## config.mk

```make
export PLATFORM = sky130hd
export DESIGN_NAME = kct_store
export DESIGN_NICKNAME = d
export VERILOG_FILES = /design/src/rtl/core/kct_pkg.sv /design/src/rtl/core/kct_store.sv
export SDC_FILE = /design/constraint.sdc
export NUM_CORES = 2
export LEC_CHECK = 0
export BUFFER_PORTS_ARGS = -buffer_cell sky130_fd_sc_hd__buf_2
export CORE_UTILIZATION = 50
export CTS_BUF_LIST = sky130_fd_sc_hd__clkbuf_4 sky130_fd_sc_hd__clkbuf_8
export CTS_CLUSTER_DIAMETER = 100
export DETAILED_ROUTE_END_ITERATION = 10
export GPL_ROUTABILITY_DRIVEN = 0
export PLACE_DENSITY = 0.66
export SETUP_SLACK_MARGIN = 0.4
export SYNTH_ARGS = -nofsm -noshare
export SYNTH_HDL_FRONTEND = slang
export SYNTH_SLANG_ARGS = --single-unit
```

## constraint.sdc

```tcl
create_clock -name clk -period 22.8 [get_ports clk]
set_clock_uncertainty 0.05 [all_clocks]
set_input_delay 4.56 -clock clk [delete_from_list [all_inputs] [get_ports clk]]
set_output_delay 4.56 -clock clk [all_outputs]
set_load 0.005 [all_outputs]
```

## src/rtl/core/kct_pkg.sv

```systemverilog
package kct_pkg;

  localparam int DEPTH_DEF = 16;
  localparam int ADDR_W    = 48;
  localparam int KEY_W     = 64;
  localparam int SIG_W     = 8;
  localparam int TIME_W    = 32;
  localparam int IDX_W     = 4;
  localparam int CNT_W     = 5;

  typedef enum logic [1:0] {
    OP_ADD    = 2'd0,
    OP_LOOKUP = 2'd1,
    OP_READ   = 2'd2,
    OP_CLEAR  = 2'd3
  } op_t;

  typedef enum logic [1:0] {
    ST_IDLE,
    ST_SCAN,
    ST_READ
  } state_t;

  typedef struct packed {
    op_t                       operation;
    logic [ADDR_W-1:0]         station_address;
    logic [KEY_W-1:0]          key_high;
    logic [KEY_W-1:0]          key_low;
    logic signed [SIG_W-1:0]   signal_level;
    logic [TIME_W-1:0]         time_ms;
    logic [IDX_W-1:0]          entry_index;
  } req_t;

  typedef struct packed {
    logic                      hit;
    logic [KEY_W-1:0]          out_key_high;
    logic [KEY_W-1:0]          out_key_low;
    logic [ADDR_W-1:0]         out_address;
    logic signed [SIG_W-1:0]   out_signal;
    logic [TIME_W-1:0]         out_time;
    logic                      out_valid;
    logic [CNT_W-1:0]          entry_count;
  } res_t;

  typedef struct packed {
    logic [ADDR_W-1:0]         address;
    logic [KEY_W-1:0]          key_high;
    logic [KEY_W-1:0]          key_low;
    logic signed [SIG_W-1:0]   signal;
    logic [TIME_W-1:0]         stamp;
  } entry_t;

endpackage

```

## src/rtl/core/kct_store.sv

```systemverilog
module kct_store import kct_pkg::*; #(
  parameter int DEPTH = DEPTH_DEF,
  localparam int AW = $clog2(DEPTH)
) (
  input  logic          clk,
  input  logic          wr_en,
  input  logic [AW-1:0] wr_addr,
  input  entry_t        wr_data,
  input  logic          rd_en,
  input  logic [AW-1:0] rd_addr,
  output entry_t        rd_data
);

  entry_t mem [DEPTH];

  always_ff @(posedge clk) begin
    if (wr_en) begin
      mem[wr_addr] <= wr_data;
    end
  end

  always_ff @(posedge clk) begin
    if (rd_en) begin
      rd_data <= mem[rd_addr];
    end
  end

endmodule

```

# Yosys cells after proc, flatten, opt, wreduce, memory -nomap -nowiden
# Memory sizes are Yosys's and may differ from the RTL's. A register that Yosys moved wholly into a read port is not among the register bits.
# Index checks and enable logic that the tools add are counted.
[totals]
output_inout_bits = 216
memories = 1
mem_bits_rw = 3456
word_cells = 3
in_bits = 227
reg_bits = 0
[mem_list]
columns = ["name", "words", "width", "rd", "rd_clocked_by_memory_dff", "wr", "line", "source"]
rows = [
  ["mem", 16, 216, 1, 1, 1, "kct_store.sv:14", "entry_t mem [DEPTH];"],
]
[op_classes]
n_mux = 2
[ops]
columns = ["op", "count"]
rows = [
  ["$mux 1", 2],
]

# Logic depth before layout (Yosys ltp)
[depth]
word_depth = 2
ltp_mapped = 8
depth_no_buf = 3

# Worst setup path after synthesis
# Ideal clock, no wire load.
[synth_path]
path_type = "input-to-reg"
from = "in wr_addr[2]"
to = "mem mem[0][0] in the netlist's numbering, enable pin"
path_slack_ns = 2.078
t_arrival_ns = 19.612
stages = 2
setup_ns = 1.060
required_ns = 21.690
n_path_buf = 0
path_cell_list = "or3b_2 -> nor3_1"
[synth_rtl]
columns = ["item", "line", "source"]
rows = [
  ["start, declared", "kct_store.sv:7", "input logic [AW-1:0] wr_addr,"],
  ["end, declared", "kct_store.sv:14", ""],
]
# Straight into the memory's write port.

==> impl_metrics.json <==
{
  "layoutNonFillerInstCount": 10530,
  "violations": "design-rule violations",
  "maxSlewHeadroom": 0.107,
  "synth_top_cells_by_area": "sky130_fd_sc_hd__edfxtp_1 81%, sky130_fd_sc_hd__mux4_2 13%, sky130_fd_sc_hd__a22oi_1 2.0%, sky130_fd_sc_hd__mux2_2 0.81%, sky130_fd_sc_hd__nand2_1 0.46%",
  "cts.clk_slew.worst_paths_ns": 0.07,
  "max_freq_mhz": 117,
  "mappedNetlistNets": 5856,
  "vias": 64060,
  "drt_pass1_iterations": 10,
  "place.detailed.instances": 9466,
  "rows": 191,
  "part_of_the_power_in_the_clock_network": 0.394,
  "critPathArrivalTime_ns": 9.40,
  "power_per_cell_area_nw_per_um2": 89.0,
  "io_buffers": 442,
  "timing.final.max_slew_violations": 0,
  "synth_sequential_area_ratio": 0.811,
  "first_pass_grt_wire_length_um": 461000,
  "detailedPlacementHpwl_um": 158000,
  "max_slew.worst_pin.slew_ns": 1.34,
  "fin_nets": 6707,
  "p_leak_nw": 49.3,
  "worst_path_required_ns": 23.63,
  "fp.dieW_um": 523,
  "grt_util_all_layers": 0.235,
  "postSynth.topFlopCell": "sky130_fd_sc_hd__edfxtp_1",
  "synth_cells": 5629,
  "finalHoldViolations": 0,
  "post-route-util": 0.569,
  "cap_viol_max_count": 0,
  "worst_setup_path_end_kind": "register",
  "p_int_w": 0.0107,
  "min_period_ns": 8.58,
  "fp.coreArea_um2": 271000,
  "crit_path_start_kind": "input port",
  "die_y_um": 523,
  "timing.hold.worst.class": "reg2reg",
  "drt_drc_violations_left": 2,
  "finalSetupViolCount": 0,
  "synth_top_cell_area_share": 0.811,
  "number_of_warnings_reported_in_the_yosys_synthesis_log": 0,
  "wirelength_um": 323000,
  "yosys-top-cells-count": "3672 x sky130_fd_sc_hd__edfxtp_1, 811 x sky130_fd_sc_hd__mux4_2, 371 x sky130_fd_sc_hd__a22oi_1",
  "post_synth.cell_area_avg_um2": 24.2,
  "grt_max_degree": 119,
  "cts_sinks": 3672,
  "post-synth-top-count-cell": "sky130_fd_sc_hd__edfxtp_1",
  "detail_route.iter0.violations": 6985,
  "ctsLongestPathBuffers": 4,
  "synth-edff-count": 3672,
  "switchingPower_w": 0.00297,
  "clockRootBuffer": "sky130_fd_sc_hd__clkbuf_8",
  "critical_path.max_fanout": 114,
  "outcome": "finished, violations left",
  "power.ir.vdd_worst_uv": 57.9,
  "wire_per_inst_um": 30.7,
  "cts-hold-fix-buffers": 0,
  "crit_type": "in2reg",
  "postCtsSetupBuffers": 0,
  "numCtsBuffers": 582,
  "comb_power_share": 0.047,
  "globalRoute.totalOverflow": 0,
  "final.setup.tns_ns": 0,
  "power.share.switching": 0.217,
  "dpl-instance-area_um2": 143000,
  "pin_count": 443,
  "post_route_cells_drive_above_1_share": 0.345,
  "die_area_um2": 274000,
  "areaGrowthSynthToFinish_pct": 13.2,
  "min_path_cells": 3,
  "post_cts_resized": 0,
  "clock_latency_ns": 1.13,
  "finalInstanceArea_um2": 154000,
  "postSynth.asyncResetShare": 0,
  "netlist.top_cell.by_area": "sky130_fd_sc_hd__edfxtp_1",
  "finalCritPeriodShare": 0.376,
  "synth-seq-cells": 3672,
  "first_global_vias": 66901,
  "post_synth_instance_area_um2": 136000,
  "detail_routed_via_count_per_cell": 6.08,
  "filler_cell_count": 19640,
  "start_util": 0.503,
  "seq_power_share": 0.559,
  "synthDistinctLibCells": 25,
  "deepest_level_of_the_cts_h_tree": 6,
  "rsz0062_at_grt": "false",
  "worst_r2r_path_depth": 3,
  "routed_antenna_nets": 0,
  "antenna_found_initial": 106,
  "cts_tree": "done"
}
per-stage QoR:
step | hold slack [ns] | worst slack [ns] | total power (W)
3_5_place_dp | 0.676 | 12.81 | 0.00845
5_1_grt | 0.688 | 13.77 | 0.0141
6_report | 0.664 | 14.22 | 0.0137
3_3_place_gp | 0.669 | 12.94 | 0.00843
2_1_floorplan | 0.660 | 2.08 | 0.00817
4_1_cts | 0.665 | 14.10 | 0.0138
state kept, by name (all words and copies together) (netlist names):
name / flops
rd_data: 216
mem: 3456
power by group through the flow:
| stage | Combinational, W | Clock [W] | Sequential, W |
|---|---|---|---|
| finish | 0.000642 | 0.00540 | 0.00766 |
| detailed placement | 0.000653 | 0 | 0.00780 |
| CTS | 0.000654 | 0.00551 | 0.00766 |
| global placement | 0.000640 | 0 | 0.00779 |
| floorplan | 0.000360 | 0 | 0.00781 |
| global route | 0.000692 | 0.00578 | 0.00767 |
cells in the final DEF (no fill, tap or decap), types with 2 or more instances in the layout:
cell / n
sky130_fd_sc_hd__diode_2: 41
sky130_fd_sc_hd__buf_12: 19
sky130_fd_sc_hd__a221oi_1: 20
sky130_fd_sc_hd__nand3b_1: 2
sky130_fd_sc_hd__nor2b_4: 4
sky130_fd_sc_hd__clkbuf_8: 593
sky130_fd_sc_hd__nor2b_1: 33
sky130_fd_sc_hd__a22oi_1: 371
sky130_fd_sc_hd__nor2_4: 14
sky130_fd_sc_hd__o22a_1: 8
sky130_fd_sc_hd__inv_8: 9
sky130_fd_sc_hd__clkbuf_4: 190
sky130_fd_sc_hd__nand2b_1: 24
sky130_fd_sc_hd__o21ai_0: 25
sky130_fd_sc_hd__inv_6: 15
sky130_fd_sc_hd__inv_12: 4
sky130_fd_sc_hd__mux4_2: 811
sky130_fd_sc_hd__buf_8: 3
sky130_fd_sc_hd__mux2i_1: 36
sky130_fd_sc_hd__edfxtp_1: 3672
sky130_fd_sc_hd__clkinv_1: 138
sky130_fd_sc_hd__bufinv_16: 10
sky130_fd_sc_hd__o221ai_1: 33
sky130_fd_sc_hd__clkinvlp_4: 8
sky130_fd_sc_hd__nand2_1: 165
sky130_fd_sc_hd__nor2b_2: 2
sky130_fd_sc_hd__clkinv_2: 44
sky130_fd_sc_hd__mux2_2: 98
sky130_fd_sc_hd__clkinv_8: 12
sky130_fd_sc_hd__buf_2: 437
sky130_fd_sc_hd__nor3_2: 4
sky130_fd_sc_hd__buf_4: 108
critical path: stages:
cell	delay [ns]
sky130_fd_sc_hd__buf_12	0.56
sky130_fd_sc_hd__buf_12	0.68
sky130_fd_sc_hd__buf_4	0.67
sky130_fd_sc_hd__buf_4	0.80
sky130_fd_sc_hd__buf_4	0.93
sky130_fd_sc_hd__mux4_2	0.61
sky130_fd_sc_hd__a22oi_1	0.24
sky130_fd_sc_hd__nand2_1	0.09
layout make-up:
cell class | instances | area (um^2) | share of cell area
flip-flops and latches | 3672 | 110000 | 0.716
multi-input cells | 1657 | 24500 | 0.159
clock buffers | 783 | 9590 | 0.0623
well taps | 3570 | 4470 | 0.0290
repair buffers | 567 | 3420 | 0.0222
clock inverters | 240 | 1590 | 0.0103
diodes | 41 | 103 | 0.000667
worst paths after layout:
kind | from | end | slack [ns]
worst max-delay path | rd_addr[0] | rd_data[111] | 14.22
worst min-delay path | mem[14][100] | rd_data[100] | 0.66
worst max register to register | mem[7][74] | rd_data[74] | 21.04
worst min register to register | mem[14][100] | rd_data[100] | 0.66
per-layer routing:
| metal | global-route usage | part of all wire |
|---|---|---|
| met5 | 0 | 0.0013 |
| met4 | 0.0754 | 0.026 |
| met3 | 0.0541 | 0.089 |
| met2 | 0.371 | 0.48 |
| met1 | 0.328 | 0.40 |
cell families after synthesis:
| family | after synthesis | share of synthesized area |
|---|---|---|
| mux | 945 | 0.145 |
| buf+inv | 300 | 0.0102 |
| simple gates | 255 | 0.00841 |
| compound gates | 457 | 0.0253 |
| flops | 3672 | 0.811 |
Note: power is estimated with default switching activity, not from simulation.
